<file path="config.mk">
export PLATFORM = sky130hd
export DESIGN_NAME = pfde_queue
export DESIGN_NICKNAME = d
export VERILOG_FILES = /design/src/design/pfde_pkg.sv /design/src/design/pfde_queue.sv
export SDC_FILE = /design/constraint.sdc
export NUM_CORES = 1
export LEC_CHECK = 0
export BUFFER_PORTS_ARGS = -buffer_cell sky130_fd_sc_hd__buf_4
export CAP_MARGIN = 20
export CORE_ASPECT_RATIO = 0.5
export CORE_MARGIN = 2
export CORE_UTILIZATION = 45
export DETAILED_ROUTE_END_ITERATION = 8
export GPL_ROUTABILITY_DRIVEN = 0
export PLACE_DENSITY = 0.7
export SYNTH_ARGS = -nofsm -noshare
export SYNTH_HDL_FRONTEND = slang
export SYNTH_SLANG_ARGS = --single-unit
</file>
<file path="constraint.sdc">
create_clock -name clk -period 5.2 [get_ports clk]
set_clock_uncertainty 0.2 [all_clocks]
set_input_delay 1.04 -clock clk [delete_from_list [all_inputs] [get_ports clk]]
set_output_delay 1.04 -clock clk [all_outputs]
set_load 0.005 [all_outputs]
</file>
<file path="src/design/pfde_pkg.sv">
`timescale 1ns / 1ps
package pfde_pkg;

	// Field widths of the command and data beats
	localparam int CMD_W   = 3;
	localparam int COORD_W = 8;
	localparam int COFF_W  = 4;
	localparam int BITS_W  = 8;
	localparam int CHUNK_W = 5;
	localparam int DATA_W  = 8;

	// Internal widths: rows and columns may run past 255 before clipping
	localparam int ROW_W   = 9;
	localparam int COL_W   = 9;
	localparam int PAGE_W  = 5;
	// Wide enough for any store address or chunk start across the parameter range
	localparam int CADDR_W = 13;

	// Longest chunk readout in bytes
	localparam int MAX_READ = 32;

	// Defaults for the top-level parameters
	localparam int DEF_SCREEN_WIDTH  = 128;
	localparam int DEF_SCREEN_HEIGHT = 64;
	localparam int DEF_CHUNK_BYTES   = 32;
	localparam int DEF_QUEUE_DEPTH   = 2;

	typedef enum logic [CMD_W-1:0] {
		CMD_CLEAR = 3'd0,
		CMD_PIXEL = 3'd1,
		CMD_RECT  = 3'd2,
		CMD_GLYPH = 3'd3,
		CMD_READ  = 3'd4
	} cmd_code_t;

	typedef enum logic [1:0] {
		OP_FILL = 2'd0,
		OP_DRAW = 2'd1,
		OP_READ = 2'd2
	} op_kind_t;

	typedef enum logic [2:0] {
		ST_IDLE    = 3'd0,
		ST_FILL    = 3'd1,
		ST_DRAW_RD = 3'd2,
		ST_DRAW_WR = 3'd3,
		ST_READ_RD = 3'd4,
		ST_READ_OUT = 3'd5
	} back_state_t;

	// Decoded operation handed from the front end to the back end
	typedef struct packed {
		op_kind_t           kind;
		logic               light;
		logic               glyph;
		logic [15:0]        pattern;
		logic [COL_W-1:0]   col_lo;
		logic [COL_W-1:0]   col_hi;
		logic [ROW_W-1:0]   row_lo;
		logic [ROW_W-1:0]   row_hi;
		logic [PAGE_W-1:0]  page_lo;
		logic [PAGE_W-1:0]  page_hi;
		logic [CADDR_W-1:0] base;
	} op_t;

	typedef struct packed {
		logic full;
		logic empty;
	} q_status_t;

endpackage

</file>
<file path="src/design/pfde_queue.sv">
`timescale 1ns / 1ps
module pfde_queue #(
	parameter int DEPTH = pfde_pkg::DEF_QUEUE_DEPTH
) (
	input  logic                  clk,
	input  logic                  arst_n,
	input  logic                  push,
	input  pfde_pkg::op_t         din,
	input  logic                  pop,
	output pfde_pkg::op_t         dout,
	output pfde_pkg::q_status_t   status
);

	localparam int PTR_W = (DEPTH > 1) ? $clog2(DEPTH) : 1;
	localparam int CNT_W = $clog2(DEPTH + 1);
	localparam logic [PTR_W-1:0] PTR_LAST = PTR_W'(DEPTH - 1);
	localparam logic [CNT_W-1:0] CNT_FULL = CNT_W'(DEPTH);

	pfde_pkg::op_t    entries_q [DEPTH];
	logic [PTR_W-1:0] wr_ptr_q;
	logic [PTR_W-1:0] rd_ptr_q;
	logic [CNT_W-1:0] count_q;

	assign dout         = entries_q[rd_ptr_q];
	assign status.full  = (count_q == CNT_FULL);
	assign status.empty = (count_q == '0);

	// pointers and fill level
	always_ff @(posedge clk or negedge arst_n) begin
		if (!arst_n) begin
			wr_ptr_q <= '0;
			rd_ptr_q <= '0;
			count_q  <= '0;
		end else begin
			if (push) begin
				wr_ptr_q <= (wr_ptr_q == PTR_LAST) ? '0 : wr_ptr_q + 1'b1;
			end
			if (pop) begin
				rd_ptr_q <= (rd_ptr_q == PTR_LAST) ? '0 : rd_ptr_q + 1'b1;
			end
			if (push && !pop) begin
				count_q <= count_q + 1'b1;
			end else if (pop && !push) begin
				count_q <= count_q - 1'b1;
			end
		end
	end

	// entry storage
	always_ff @(posedge clk) begin
		if (push) begin
			entries_q[wr_ptr_q] <= din;
		end
	end

	a_no_overflow: assert property (@(posedge clk) disable iff (!arst_n)
		push |-> !status.full)
		else $error("queue pushed while full");

	a_no_underflow: assert property (@(posedge clk) disable iff (!arst_n)
		pop |-> !status.empty)
		else $error("queue popped while empty");

endmodule

</file>
==> results.json, run 1 <==
{
  "status": "finished clean",
  "r2r_cells": 3,
  "wl_um": 10700,
  "ios": 164,
  "syn_inst": 262,
  "area_delta_synth_final_pct": 31.1,
  "cts_tree": "built",
  "rrSetupSlack_ns": 3.20,
  "path_max_fanout": 52,
  "endpoint_kind": "output pin",
  "fp.dieW_um": 171,
  "setup_tns_ns": 0,
  "root_buffer": "clkbuf_16",
  "hold_violations": 0,
  "cpLargestDelayFamily": "flip-flops",
  "vias": 2899,
  "drv_slew": 0,
  "yosys.area.top_type": "edfxtp_1",
  "firstDrtPassIters": 5,
  "critPathBufInv": 2,
  "syn_nets": 346,
  "die_h_um": 87.6,
  "synth_seq_area_share_pct": 77.0,
  "clk_path_buf_depth": 2,
  "cellPowerDensity_mw_per_mm2": 532,
  "power.leakage_nw": 3.32,
  "post_cts_resized": 0,
  "clk_pin_slew_ns": 0.06,
  "final_common_cell": "buf_4",
  "drc": 0,
  "fmax_ghz": 0.281,
  "critPathMaxStageDelay_ns": 1.09,
  "cts_hold_buf": 0,
  "diodes": 0,
  "slew_headroom_pct": 33.0,
  "ir_worst_vdd_v": 0.000296,
  "postCtsSetupBuffers": 0,
  "max-cap-violations": 0,
  "r2r-start": "wr_ptr_q",
  "regArea_mm2": 0.00485,
  "rr_endpoint": "entries_q[0][65]",
  "antenna_found_initial": 0,
  "crit_type": "reg -> out",
  "tightest_slew_ns": 1.01,
  "nFillCells": 1006,
  "initial_utilization_pct": 46.3,
  "synth.top_cell.area_share_pct": 75.4,
  "worstPathArrival_ns": 2.32,
  "fin_crit_sh_pct": 68.4,
  "cts_inserted_buffers": 17,
  "synth-seq-cells": 162,
  "cts_max_level": 4,
  "finalSetupViolations": 0,
  "grt_usage_pct": 14.5,
  "crit_path_cell_trace": "buf_12 > mux2_4 > buf_4",
  "first_global_vias": 3091,
  "core-area_mm2": 0.0136,
  "finalCriticalPeriod_ns": 3.56,
  "port_buffers": 163,
  "ant_nets": 0,
  "start_kind": "register",
  "multi_input_area_mm2": 0.00128,
  "syn-cell-area_mm2": 0.00629,
  "die_area_mm2": 0.0150,
  "fin_nets": 523,
  "drive_above_1_share_pct": 61.9,
  "num_rows": 30,
  "dp.final_hpwl_um": 7000,
  "wl_per_cell_um": 16.6,
  "cts_sinks": 162,
  "synth_cell_types": 12,
  "grt_max_degree": 80,
  "overflow": 0,
  "final_util_pct": 60.7,
  "drt-vias-per-instance": 4.50,
  "grt_pass1_wl_um": 16000,
  "yosys_warnings": 0,
  "final_cell_mix": "buf_4, edfxtp_1, mux2_4",
  "critPathSlowestCell": "dfrtp_4",
  "hp-class": "in -> async",
  "critPathRequiredTime_ns": 3.96,
  "clock_latency_ns": 0.40,
  "netlist_top_cells_area": "edfxtp_1, mux2_4, buf_12, dfrtp_1, xor2_1",
  "syn_area_per_cell_um2": 24.0,
  "initialDrtViolationCount": 117,
  "rsz0062_at_grt": "false"
}
==> synthesized netlist by cell type (all sizes together) <==
| cell type | instances |
|---|---|
| xor2 | 4 |
| xnor2 | 1 |
| inv | 1 |
| buf | 9 |
| and2 | 1 |
| nor2b | 2 |
| nor2 | 2 |
| dfrtp | 4 |
| ha | 1 |
| edfxtp | 158 |
| mux2 | 79 |
==> where the power goes <==
group	switching (mW)	internal [mW]	leakage, nW
registers	0.181	1.73	1.53
logic	0.453	0.850	1.52
clock network	0.509	0.662	0.264
total	1.14	3.25	3.32
==> worst reg2reg max path: cells and delay by family, from the launching register on <==
family | cells | cell delay, ns
buf+inv | 2 | 0.53
flops | 1 | 0.43
simple gates | 1 | 0.49
==> cell type report <==
class / instances / share of cell area [%]
Clock buffer: 17 / 5.16
Clock inverter: 15 / 1.64
Sequential cell: 162 / 58.8
Multi-Input combinational cell: 90 / 15.5
Inverter: 1 / 0.0455
Tap cell: 192 / 2.91
Timing Repair Buffer: 167 / 15.9
==> worst max path at each step <==
| stage | cells past startpoint | to | slack (ns) | from |
|---|---|---|---|---|
| 4_1_cts | 3 | dout[63] | 1.60 | rd_ptr_q |
| 5_1_grt | 3 | dout[77] | 1.52 | rd_ptr_q |
| 2_1_floorplan | 1 | entries_q[0][0] | 1.46 | push |
| 3_3_place_gp | 3 | dout[66] | 2.04 | rd_ptr_q |
| 3_5_place_dp | 3 | dout[63] | 2.04 | rd_ptr_q |
| 6_report | 3 | dout[73] | 1.64 | rd_ptr_q |
==> kinds of logic after synthesis <==
family / Yosys count / synth area share, %
buffers and inverters: 10 / 2.79
AND/OR/NAND/NOR: 5 / 0.418
adder cells (fa/ha/maj): 1 / 0.199
flip-flops: 162 / 77.0
XOR/XNOR: 5 / 0.696
multiplexers: 79 / 18.9
==> flip-flops by register name (all words and copies together), names as in the netlist <==
| name | cells |
|---|---|
| entries_q | 158 |
| count_q | 2 |
| rd_ptr_q | 1 |
| wr_ptr_q | 1 |
==> metrics by stage <==
step / setup WS (ns) / cell area, um^2 / hold WS, ns / total power, mW / cells
4_1_cts: 1.60 / 8220 / 0.208 / 4.43 / 643
2_1_floorplan: 1.46 / 6290 / 0.256 / 2.76 / 262
3_5_place_dp: 2.04 / 7650 / 0.283 / 3.26 / 611
5_1_grt: 1.52 / 8240 / 0.204 / 4.59 / 644
3_3_place_gp: 2.04 / 7630 / 0.276 / 3.23 / 610
6_report: 1.64 / 8240 / 0.223 / 4.39 / 644
==> per-layer routing <==
metal,share of wire (%),track usage [%],vias up
met4,0.74,5.62,0
li1,-,-,1389
met5,0,0,-
met2,54,26.0,60
met1,41,17.1,1443
met3,4.0,3.71,7
Power figures use the tool's default switching activity.
==> inputs of run 2 (changes only) <==
==> constraint.sdc (replaced) <==
create_clock -name clk -period 3.5 [get_ports clk]
set_clock_uncertainty 0.2 [all_clocks]
set_input_delay 0.7 -clock clk [delete_from_list [all_inputs] [get_ports clk]]
set_output_delay 0.7 -clock clk [all_outputs]
set_load 0.005 [all_outputs]
==> run 2 against run 1 <==
  * Non-clock buffer count rose by 3
  * Die area did not move
  * Flip-flop and latch count did not move
  * Utilization is 0.60 points higher
  * Power up 54%
  * Via count increased by 1.1%
  * Register-to-register slack got worse by 1.6 ns
  * Largest power group unchanged
  * Clock-buffer cell count up 1
  * Sequential share of layout area is 0.57 points lower
  * Final area grew 0.99%
==> results.json, run 2 (synthesis gave the netlist of run 1 again) <==
{
  "power.leakage_nw": 3.36,
  "core-area_mm2": 0.0136,
  "num_rows": 30,
  "top_register": "entries_q",
  "cts_tree": "built",
  "first_global_vias": 2968,
  "grt_pass1_wl_um": 15800,
  "fmax_ghz": 0.348,
  "hold_end": "entries_q[1][39]",
  "worstPathArrival_ns": 1.97,
  "rsz0062_at_grt": "false",
  "cts_max_level": 4,
  "largest_register_ffs": 158,
  "clk_path_buf_depth": 2,
  "drt-vias-per-instance": 4.54,
  "placedCellCount": 614,
  "ir_worst_vdd_v": 0.000316,
  "clk_pin_slew_ns": 0.07,
  "clock_latency_ns": 0.40,
  "finalSetupViolations": 0,
  "rrSetupSlack_ns": 1.65,
  "r2r-start": "wr_ptr_q",
  "cellPowerDensity_mw_per_mm2": 811,
  "instances_no_fill": 646,
  "initialDrtViolationCount": 186,
  "min_path_cells": 1,
  "area_delta_synth_final_pct": 32.4,
  "r2r_cells": 2,
  "grt_usage_pct": 14.5,
  "wl_um": 10700,
  "die_area_mm2": 0.0150,
  "max-cap-violations": 0,
  "hp-class": "in -> reg",
  "cts_inserted_buffers": 17,
  "final_common_cell": "buf_4",
  "fin_nets": 526,
  "finalCriticalPeriod_ns": 2.87,
  "reg.largest.list": "entries_q (158), count_q (2)",
  "ios": 164,
  "drc": 0,
  "rr_endpoint": "entries_q[1][1]",
  "hold_start": "din[39]",
  "postCtsSetupBuffers": 0,
  "endpoint_kind": "output pin",
  "vias": 2930,
  "cts_hold_buf": 1,
  "antenna_found_initial": 0,
  "root_buffer": "clkbuf_16",
  "fp.dieW_um": 171,
  "drive_above_1_share_pct": 61.5,
  "path_max_fanout": 32,
  "wl_per_cell_um": 16.6,
  "tightest_slew_ns": 0.498,
  "cts_sinks": 162,
  "setup_tns_ns": 0,
  "diodes": 0,
  "port_buffers": 163,
  "final_cell_mix": "buf_4, edfxtp_1, mux2_4",
  "hold_violations": 0,
  "dp.final_hpwl_um": 7160,
  "drv_slew": 0,
  "overflow": 0,
  "critPathRequiredTime_ns": 2.60,
  "crit_type": "reg -> out",
  "fin_crit_sh_pct": 82.1,
  "initial_utilization_pct": 46.3,
  "post_cts_resized": 0,
  "start_kind": "register",
  "nFillCells": 1005,
  "slew_headroom_pct": 66.8,
  "die_h_um": 87.6,
  "status": "finished clean",
  "grt_max_degree": 80,
  "firstDrtPassIters": 4,
  "ant_nets": 0
}
==> run 2: metrics by stage <==
stage | utilization, % | worst slack (ns) | power [mW] | hold slack (ns) | area (um^2)
3_3_place_gp | 56.5 | 1.04 | 4.83 | 0.287 | 7680
4_1_cts | 61.3 | 0.596 | 6.85 | 0.255 | 8320
5_1_grt | 61.3 | 0.536 | 7.05 | 0.251 | 8320
6_report | 61.3 | 0.627 | 6.75 | 0.265 | 8320
2_1_floorplan | - | 0.0990 | 4.10 | 0.204 | 6290
3_5_place_dp | 56.5 | 1.03 | 4.86 | 0.293 | 7680
==> run 2: power by group <==
group          leakage [nW]  switching (mW)  internal [mW]
sequential             1.53           0.179           2.58
combinational          1.53           0.760           1.25
clock                 0.302           0.719           1.27
total                  3.36            1.66           5.09
==> run 2: layout make-up <==
type | instances | area, um^2 | share of cell area [%]
Multi-Input combinational cell | 90 | 1280 | 15.4
Tap cell | 192 | 240 | 2.89
Inverter | 1 | 3.75 | 0.0451
Clock buffer | 18 | 429 | 5.16
Timing Repair Buffer | 170 | 1320 | 15.8
Clock inverter | 13 | 208 | 2.50
Sequential cell | 162 | 4850 | 58.2
==> run 2: worst max-delay path, stage by stage (launching register included) <==
cell and delay, ns:
dfrtp_4 0.74, buf_12 0.32, mux2_4 0.34, buf_4 0.14
==> run 2: worst max path at each step <==
stage | end | slack [ns] | start
finish | dout[22] | 0.63 | rd_ptr_q
CTS | dout[43] | 0.60 | rd_ptr_q
global route | dout[23] | 0.54 | rd_ptr_q
global placement | dout[43] | 1.04 | rd_ptr_q
detailed placement | dout[22] | 1.03 | rd_ptr_q
floorplan | entries_q[0][0] | 0.1 | push
==> run 2: per-layer routing <==
metal	vias to the layer above	GRT usage, %	part of all wire [%]
li1	1391	-	-
met1	1461	16.3	39
met2	67	26.2	55
met3	11	4.34	4.8
met4	0	6.24	1.3
met5	-	0	0
