### config.mk
export PLATFORM = sky130hd
export DESIGN_NAME = pfde_front_flat
export DESIGN_NICKNAME = d
export VERILOG_FILES = /design/src/design/pfde_pkg.sv /design/src/design/pfde_req_if.sv /design/src/design/pfde_front.sv /design/src/flat_wrapper.sv
export SDC_FILE = /design/constraint.sdc
export NUM_CORES = 1
export LEC_CHECK = 0
export BUFFER_PORTS_ARGS = -buffer_cell sky130_fd_sc_hd__buf_4
export CORE_MARGIN = 5
export CORE_UTILIZATION = 44
export DETAILED_ROUTE_END_ITERATION = 16
export GPL_TIMING_DRIVEN = 0
export PLACE_DENSITY = 0.89
export SYNTH_ARGS = -nofsm -noshare
export SYNTH_HDL_FRONTEND = slang
export SYNTH_SLANG_ARGS = --single-unit
### constraint.sdc
create_clock -name vclk -period 5.5
set_input_delay 0.825 -clock vclk [all_inputs]
set_output_delay 0.825 -clock vclk [all_outputs]
set_load 0.02 [all_outputs]
### src/design/pfde_pkg.sv
`timescale 1ns / 1ps
package pfde_pkg;

	// Field widths of the command and data beats
	localparam int CMD_W   = 3;
	localparam int COORD_W = 8;
	localparam int COFF_W  = 4;
	localparam int BITS_W  = 8;
	localparam int CHUNK_W = 5;
	localparam int DATA_W  = 8;

	// Internal widths: rows and columns may run past 255 before clipping
	localparam int ROW_W   = 9;
	localparam int COL_W   = 9;
	localparam int PAGE_W  = 5;
	// Wide enough for any store address or chunk start across the parameter range
	localparam int CADDR_W = 13;

	// Longest chunk readout in bytes
	localparam int MAX_READ = 32;

	// Defaults for the top-level parameters
	localparam int DEF_SCREEN_WIDTH  = 128;
	localparam int DEF_SCREEN_HEIGHT = 64;
	localparam int DEF_CHUNK_BYTES   = 32;
	localparam int DEF_QUEUE_DEPTH   = 2;

	typedef enum logic [CMD_W-1:0] {
		CMD_CLEAR = 3'd0,
		CMD_PIXEL = 3'd1,
		CMD_RECT  = 3'd2,
		CMD_GLYPH = 3'd3,
		CMD_READ  = 3'd4
	} cmd_code_t;

	typedef enum logic [1:0] {
		OP_FILL = 2'd0,
		OP_DRAW = 2'd1,
		OP_READ = 2'd2
	} op_kind_t;

	typedef enum logic [2:0] {
		ST_IDLE    = 3'd0,
		ST_FILL    = 3'd1,
		ST_DRAW_RD = 3'd2,
		ST_DRAW_WR = 3'd3,
		ST_READ_RD = 3'd4,
		ST_READ_OUT = 3'd5
	} back_state_t;

	// Decoded operation handed from the front end to the back end
	typedef struct packed {
		op_kind_t           kind;
		logic               light;
		logic               glyph;
		logic [15:0]        pattern;
		logic [COL_W-1:0]   col_lo;
		logic [COL_W-1:0]   col_hi;
		logic [ROW_W-1:0]   row_lo;
		logic [ROW_W-1:0]   row_hi;
		logic [PAGE_W-1:0]  page_lo;
		logic [PAGE_W-1:0]  page_hi;
		logic [CADDR_W-1:0] base;
	} op_t;

	typedef struct packed {
		logic full;
		logic empty;
	} q_status_t;

endpackage

### src/design/pfde_req_if.sv
`timescale 1ns / 1ps
interface pfde_req_if;
	logic                          valid;
	logic                          ready;
	logic [pfde_pkg::CMD_W-1:0]    cmd;
	logic [pfde_pkg::COORD_W-1:0]  x;
	logic [pfde_pkg::COORD_W-1:0]  y;
	logic [pfde_pkg::COFF_W-1:0]   col_offset;
	logic [pfde_pkg::COORD_W-1:0]  width;
	logic [pfde_pkg::COORD_W-1:0]  height;
	logic                          on;
	logic [pfde_pkg::BITS_W-1:0]   top_bits;
	logic [pfde_pkg::BITS_W-1:0]   bottom_bits;
	logic                          msb_first;
	logic [pfde_pkg::CHUNK_W-1:0]  chunk;

	modport source (
		output valid, cmd, x, y, col_offset, width, height, on,
		       top_bits, bottom_bits, msb_first, chunk,
		input  ready
	);
	modport sink (
		input  valid, cmd, x, y, col_offset, width, height, on,
		       top_bits, bottom_bits, msb_first, chunk,
		output ready
	);
endinterface

### src/design/pfde_front.sv
`timescale 1ns / 1ps
module pfde_front #(
	parameter int SCREEN_WIDTH  = pfde_pkg::DEF_SCREEN_WIDTH,
	parameter int SCREEN_HEIGHT = pfde_pkg::DEF_SCREEN_HEIGHT,
	parameter int CHUNK_BYTES   = pfde_pkg::DEF_CHUNK_BYTES
) (
	input  logic                init_done,
	input  pfde_pkg::q_status_t q_status,
	pfde_req_if.sink            req,
	output logic                push,
	output pfde_pkg::op_t       op
);

	localparam logic [pfde_pkg::COL_W-1:0] COL_LIMIT = pfde_pkg::COL_W'(SCREEN_WIDTH);
	localparam logic [pfde_pkg::ROW_W-1:0] ROW_LIMIT = pfde_pkg::ROW_W'(SCREEN_HEIGHT);

	logic keep;

	// take a beat once the store is initialised and the queue has room
	assign req.ready = init_done && !q_status.full;
	assign push      = req.valid && req.ready && keep;

	// classify the command and clip its area to the screen
	always_comb begin
		logic [pfde_pkg::COL_W-1:0]   x9;
		logic [pfde_pkg::ROW_W-1:0]   y9;
		logic [pfde_pkg::COL_W-1:0]   col_lo;
		logic [pfde_pkg::COL_W-1:0]   col_hi_raw;
		logic [pfde_pkg::COL_W-1:0]   col_hi;
		logic [pfde_pkg::ROW_W-1:0]   row_hi_raw;
		logic [pfde_pkg::ROW_W-1:0]   row_hi;
		logic [pfde_pkg::ROW_W-1:0]   row_last;
		logic [pfde_pkg::CADDR_W-1:0] page_base;
		logic [15:0]                  glyph;
		logic                         draw;
		logic                         is_glyph;

		x9         = {1'b0, req.x};
		y9         = {1'b0, req.y};
		col_lo     = x9;
		col_hi_raw = x9 + 9'd1;
		row_hi_raw = y9 + 9'd1;
		draw       = 1'b0;
		is_glyph   = 1'b0;
		keep       = 1'b0;
		op         = '0;

		// glyph column in row order from the top edge
		for (int i = 0; i < 8; i++) begin
			glyph[i]     = req.msb_first ? req.top_bits[7 - i]    : req.top_bits[i];
			glyph[8 + i] = req.msb_first ? req.bottom_bits[7 - i] : req.bottom_bits[i];
		end

		case (req.cmd)
			pfde_pkg::CMD_CLEAR: begin
				op.kind  = pfde_pkg::OP_FILL;
				op.light = req.on;
				keep     = 1'b1;
			end
			pfde_pkg::CMD_PIXEL: begin
				draw = 1'b1;
			end
			pfde_pkg::CMD_RECT: begin
				// end column and row wrap at 256
				col_hi_raw = {1'b0, 8'(req.x + req.width)};
				row_hi_raw = {1'b0, 8'(req.y + req.height)};
				draw       = 1'b1;
			end
			pfde_pkg::CMD_GLYPH: begin
				col_lo     = x9 + pfde_pkg::COL_W'(req.col_offset);
				col_hi_raw = col_lo + 9'd1;
				row_hi_raw = y9 + 9'd16;
				draw       = 1'b1;
				is_glyph   = 1'b1;
			end
			pfde_pkg::CMD_READ: begin
				op.kind = pfde_pkg::OP_READ;
				op.base = pfde_pkg::CADDR_W'(req.chunk) * pfde_pkg::CADDR_W'(CHUNK_BYTES);
				keep    = 1'b1;
			end
			default: begin
				keep = 1'b0;
			end
		endcase

		col_hi    = (col_hi_raw > COL_LIMIT) ? COL_LIMIT : col_hi_raw;
		row_hi    = (row_hi_raw > ROW_LIMIT) ? ROW_LIMIT : row_hi_raw;
		row_last  = row_hi - 9'd1;
		page_base = pfde_pkg::CADDR_W'(y9[7:3]) * pfde_pkg::CADDR_W'(SCREEN_WIDTH);

		if (draw) begin
			op.kind    = pfde_pkg::OP_DRAW;
			op.light   = is_glyph ? 1'b1 : req.on;
			op.glyph   = is_glyph;
			op.pattern = glyph;
			op.col_lo  = col_lo;
			op.col_hi  = col_hi;
			op.row_lo  = y9;
			op.row_hi  = row_hi;
			op.page_lo = y9[7:3];
			op.page_hi = row_last[7:3];
			op.base    = page_base;
			// empty after clipping: nothing to queue
			keep       = (col_lo < col_hi) && (y9 < row_hi);
		end
	end

endmodule

### src/flat_wrapper.sv
// flat-port wrapper written by rule: the top's interface ports become plain ports
module pfde_front_flat 
#(
	parameter int SCREEN_WIDTH  = pfde_pkg::DEF_SCREEN_WIDTH,
	parameter int SCREEN_HEIGHT = pfde_pkg::DEF_SCREEN_HEIGHT,
	parameter int CHUNK_BYTES   = pfde_pkg::DEF_CHUNK_BYTES
)
  (init_done, q_status, push, op, req_valid, req_cmd, req_x, req_y, req_col_offset, req_width, req_height, req_on, req_top_bits, req_bottom_bits, req_msb_first, req_chunk, req_ready);
  pfde_req_if req_i ();
  input  logic init_done;
  input  pfde_pkg::q_status_t q_status;
  output logic push;
  output pfde_pkg::op_t op;
  input wire logic [$bits(req_i.valid)-1:0] req_valid;
  input wire logic [$bits(req_i.cmd)-1:0] req_cmd;
  input wire logic [$bits(req_i.x)-1:0] req_x;
  input wire logic [$bits(req_i.y)-1:0] req_y;
  input wire logic [$bits(req_i.col_offset)-1:0] req_col_offset;
  input wire logic [$bits(req_i.width)-1:0] req_width;
  input wire logic [$bits(req_i.height)-1:0] req_height;
  input wire logic [$bits(req_i.on)-1:0] req_on;
  input wire logic [$bits(req_i.top_bits)-1:0] req_top_bits;
  input wire logic [$bits(req_i.bottom_bits)-1:0] req_bottom_bits;
  input wire logic [$bits(req_i.msb_first)-1:0] req_msb_first;
  input wire logic [$bits(req_i.chunk)-1:0] req_chunk;
  output wire logic [$bits(req_i.ready)-1:0] req_ready;
  assign req_i.valid = req_valid;
  assign req_i.cmd = req_cmd;
  assign req_i.x = req_x;
  assign req_i.y = req_y;
  assign req_i.col_offset = req_col_offset;
  assign req_i.width = req_width;
  assign req_i.height = req_height;
  assign req_i.on = req_on;
  assign req_i.top_bits = req_top_bits;
  assign req_i.bottom_bits = req_bottom_bits;
  assign req_i.msb_first = req_msb_first;
  assign req_i.chunk = req_chunk;
  assign req_ready = req_i.ready;
  pfde_front #(.SCREEN_WIDTH(SCREEN_WIDTH), .SCREEN_HEIGHT(SCREEN_HEIGHT), .CHUNK_BYTES(CHUNK_BYTES)) u_core (.init_done(init_done), .q_status(q_status), .req(req_i), .push(push), .op(op));
endmodule
==> results.yml, run 1 <==
status:
  status: "complete, but fails checks"
  violations: "negative setup slack"
cells_and_area:
  final_core_util: 0.678
  final_cell_mix: "164 x buf_4, 38 x nor2_1, 31 x ha_1, 26 x nand2_1, 22 x mux2i_1"
  drive_gt1_frac: 0.410
  nets: 658
  final_common_cell: "buf_4"
  ff_latch_area_um2: 0
  area_growth_pct: 50.5
  seq_cells: 0
  clkbuf_count: 0
  num_antenna_cells: 0
place:
  finalWeightedCongestion: 0.956
  portBuffers: 135
  hpwl_um: 8300
  post-place-ws_ns: -0.594
global_route:
  grt_pass1_wl_um: 16200
  gr-total-overflow: 0
  antenna_found_initial: 0
  grt_max_degree: 11
  track_usage: 0.226
  grt_pass1_vias: 3432
floorplanning:
  rows: 29
  initial_core_util: 0.450
  fp.coreArea_um2: 6310
  die_h_um: 90.4
  fp.dieW_um: 90.4
  num_io_pins: 147
  die-area_um2: 8170
power_and_ir_drop:
  pwr-share-clk: 0
  ir_worst_vdd_v: 0.0000541
  pwr_density_cell_nw_per_um2: 105
  p_sw_frac: 0.544
  internal-power_uw: 206
  p_comb_frac: 1.000
  leakage_nw: 2.13
  seq_power_share: 0
  p_sw_uw: 245
hold_path:
  hp-class: "in -> out"
yosys:
  syn_inst: 393
  ys_warn_count: 0
  yosysUniqueCellTypes: 70
  syn_avg_cell_area_um2: 7.24
  ys_seq_area_frac: 0
  synth_area_um2: 2840
worst_setup_path:
  worstPathBufferInverterCount: 4
  critPathArrivalTime_ns: 5.17
  crit_chain: "buf_8 > ha_4 > fa_1 > nand2_1 > o21ai_2 > ha_4 > xnor2_1 > a222oi_1 > nor2_1 > o311ai_2 > a311oi_2 > a31oi_4 > buf_6 > or3_1 > ha_1 > nand4_1 > or2_4 > buf_4 > a211oi_1 > o31ai_4 > buf_6"
  cp_max_fo: 4
  slowest_stage: "fa_1"
  critPathRequiredTime_ns: 4.68
  crit_path_start_kind: "input port"
  path_class: "in -> out"
  crit_family: "compound AO/OA/AOI/OAI gates"
  slowest_delay_ns: 0.56
  cp-end-kind: "output pin"
timing:
  rsz0062_at_grt: "yes"
  post-route-min-period_ns: 6.00
  worstMarginPinSlew_ns: 0.707
  slew_viol_final: 0
  max_freq_mhz: 167
  finalHoldViolCount: 0
  slew_headroom: 0.529
  fin_ws_ns: -0.498
  setup_viol: 1
  fin_crit_sh: 1.09
detailed_routing:
  dr.pass1.iters: 5
  drt_iter0_drc: 178
  wl_per_cell_um: 16.4
  vias: 3609
  ant_nets: 0
  drt-total-wl_um: 10300
  drc: 0
  vias_per_cell: 5.75
cts:
  ctsHoldBuffers: 0
run:
  drv_cap: 0
==> synth_stat cells (3+ instances only) <==
cell type   n  area (um^2)
nor2_1     38          143
ha_1       36          450
nand2_1    26         97.6
a21oi_1    24          120
mux2i_1    23          230
buf_4      20          150
inv_1      17         63.8
and2_1     15         93.8
o21ai_0    15         75.1
and3_1     11         68.8
xnor2_1    11         96.3
a21o_1      9         67.6
nand4_1     9         56.3
clkbuf_1    8         30.0
nand3_1     8         40.0
xor2_1      8         70.1
a211oi_1    6         45.0
nand2b_1    6         37.5
nor2b_1     6         37.5
nor3_1      6         30.0
o21a_1      5         37.5
or3_1       5         31.3
a211o_1     4         35.0
a31oi_1     4         25.0
nor4_1      4         25.0
or2_2       4         25.0
a21oi_2     3         26.3
buf_2       3         15.0
fa_1        3         60.1
nor3b_1     3         22.5
xnor2_2     3         48.8
==> final cells by class <==
| class | instances | area, um^2 |
|---|---|---|
| plain buffers | 32 | 199 |
| well taps | 77 | 96.3 |
| inverters | 19 | 71.3 |
| multi-input cells | 352 | 2780 |
| repair buffers | 148 | 1130 |
| fillers | 528 | 2030 |
==> cells by family (layout without fill, tap and decap cells) <==
logic type,count (synthesis),after routing,synth area share
simple gates,154,154,0.299
compound gates,100,100,0.258
buf+inv,51,199,0.0950
fa+ha+maj,39,39,0.179
mux,25,25,0.0906
xor+xnor,22,22,0.0757
other cells,2,12,0.00264
==> layer usage <==
| metal | track usage | share of wire |
|---|---|---|
| met5 | 0 | 0 |
| met2 | 0.424 | 0.51 |
| met3 | 0.0275 | 0.077 |
| met4 | 0.0385 | 0.019 |
| met1 | 0.276 | 0.39 |
==> metrics by stage <==
stage	hold WS, ns	cells	setup TNS, ns	power (mW)	area, um^2
6_report	1.95	628	-0.498	0.450	4280
3_5_place_dp	1.95	615	-0.594	0.406	4060
2_1_floorplan	1.74	403	0	0.265	2950
3_3_place_gp	1.95	615	-0.541	0.395	4060
4_1_cts	1.95	625	-0.362	0.423	4170
5_1_grt	1.96	628	-0.654	0.488	4280
==> final timing paths <==
check | slack, ns | cells after the start | start | to
worst max-delay path | -0.50 | 21 | req_x[0] | push
worst min-delay path | 1.95 | 3 | req_chunk[4] | op[9]
==> power groups by stage <==
stage	combinational [mW]	clock, mW	sequential, mW
6_report	0.450	0	0
5_1_grt	0.488	0	0
4_1_cts	0.423	0	0
3_5_place_dp	0.406	0	0
3_3_place_gp	0.395	0	0
2_1_floorplan	0.265	0	0
==> repair_timing <==
action	4_1_cts	5_1_grt
pin swaps	16	13
endpoints found under the setup margin	1	1
cloned	0	0
setup buffers	10	3
gates resized for setup	11	13
(Power assumes the default switching activity.)
==> run 2: changes to the inputs <==
clock period = 5.4 ns   (was 5.5 ns; I/O delays follow)
==> run 2 against run 1 <==
The run still ends with negative setup slack left; worst hold slack worse by 0.025 ns; clock-buffer cell count unchanged; die area unchanged; critical path depth up 1; final cell count down 0.80%; non-clock buffer count down 6; global-route usage up 0.38 points; via count down 2.0%; core utilization down 1.3 points; sequential share of layout area unchanged; sequential cell count unchanged; highest routed layer unchanged.
==> results.yml, run 2 (synthesis results as in run 1) <==
place:
  portBuffers: 135
  place_area_um2: 4060
  finalWeightedCongestion: 0.957
  hpwl_um: 8450
cells_and_area:
  area_growth_pct: 47.6
  ff_latch_area_um2: 0
  clkbuf_count: 0
  final_common_cell: "buf_4"
  final_core_util: 0.665
  final_cell_mix: "159 x buf_4, 38 x nor2_1, 31 x ha_1, 26 x nand2_1, 23 x mux2i_1"
  fillers: 555
  nets: 652
  seq_cells: 0
  multi_input_area_um2: 2750
  drive_gt1_frac: 0.398
  fin_area_um2: 4200
hold_path:
  min_from: "req_chunk[4]"
  hp-class: "in -> out"
timing:
  fin_ws_ns: -0.510
  rsz0062_at_grt: "yes"
  fin_tns_setup_ns: -0.510
  worstMarginPinSlew_ns: 0.679
  fin_crit_sh: 1.09
  finalHoldViolCount: 0
  slew_headroom: 0.547
  hold_ws_ns: 1.92
  slew_viol_final: 0
  post-route-min-period_ns: 5.91
  max_freq_mhz: 169
  setup_viol: 1
detailed_routing:
  ant_nets: 0
  vias_per_cell: 5.68
  drt-total-wl_um: 10200
  dr.pass1.iters: 5
  wl_per_cell_um: 16.3
  vias: 3537
  drc: 0
  drt_iter0_drc: 171
status:
  violations: "negative setup slack"
  status: "complete, but fails checks"
worst_setup_path:
  endpoint: "push"
  crit_path_start_kind: "input port"
  cp-end-kind: "output pin"
  crit_start: "req_col_offset[0]"
  path_class: "in -> out"
  cp_max_fo: 4
  critPathRequiredTime_ns: 4.59
  critPathArrivalTime_ns: 5.10
run:
  drv_cap: 0
floorplanning:
  rows: 29
  die_h_um: 90.4
  fp.dieW_um: 90.4
  die-area_um2: 8170
  initial_core_util: 0.450
  num_io_pins: 147
  fp.coreArea_um2: 6310
global_route:
  grt_pass1_vias: 3485
  grt_max_degree: 11
  grt_pass1_wl_um: 16500
  antenna_found_initial: 0
  track_usage: 0.230
  gr-total-overflow: 0
run 2: cell count changes in the layout (fill, tap and decap cells not counted), sizes merged:
cell and delta:
buf -6, diode +1
run 2: critical path, stage by stage:
cell and delay, ns:
buf_4 0.12, ha_4 0.16, fa_1 0.56, nand2_1 0.07, o21ai_2 0.09, ha_4 0.18, xnor2_1 0.13, a222oi_1 0.15
nor2_1 0.16, o311ai_2 0.12, a311oi_2 0.40, a31oi_4 0.16, or3b_4 0.44, ha_4 0.22, a21o_1 0.16, nand3_2 0.06
a21oi_2 0.07, a2111oi_4 0.38, o31a_1 0.22, a41oi_2 0.05, o31ai_4 0.22, buf_6 0.15
run 2: worst min path at each step:
stage / endpoint / slack, ns / cells past startpoint
6_report: op[9] / 1.92 / 3
5_1_grt: op[7] / 1.93 / 3
4_1_cts: op[8] / 1.92 / 3
3_5_place_dp: op[8] / 1.92 / 3
3_3_place_gp: op[8] / 1.92 / 3
2_1_floorplan: req_ready / 1.71 / 1
run 2: layout make-up:
cell class | instances | share of cell area
tap | 77 | 0.0229
timing repair buffer | 142 | 0.257
buffer | 32 | 0.0474
antenna | 1 | 0.000596
multi-input combinational | 352 | 0.656
inverter | 19 | 0.0170
run 2: stage by stage:
step	setup slack, ns	cells
3_5_place_dp	-0.686	615
6_report	-0.510	623
3_3_place_gp	-0.612	615
5_1_grt	-0.639	622
2_1_floorplan	-0.0697	403
4_1_cts	-0.424	621
run 2: per-layer routing:
layer / part of all wire / track usage / vias up
met5: 0 / 0 / -
met4: 0.013 / 0.0459 / 0
met3: 0.065 / 0.0300 / 13
met2: 0.52 / 0.434 / 159
met1: 0.40 / 0.275 / 1638
li1: - / - / 1727
run 2: timing repair:
action	4_1_cts	5_1_grt
pin swaps	14	11
buffers inserted	6	1
gates resized for setup	7	11
setup endpoints to repair	1	1
hold buffers	0	0
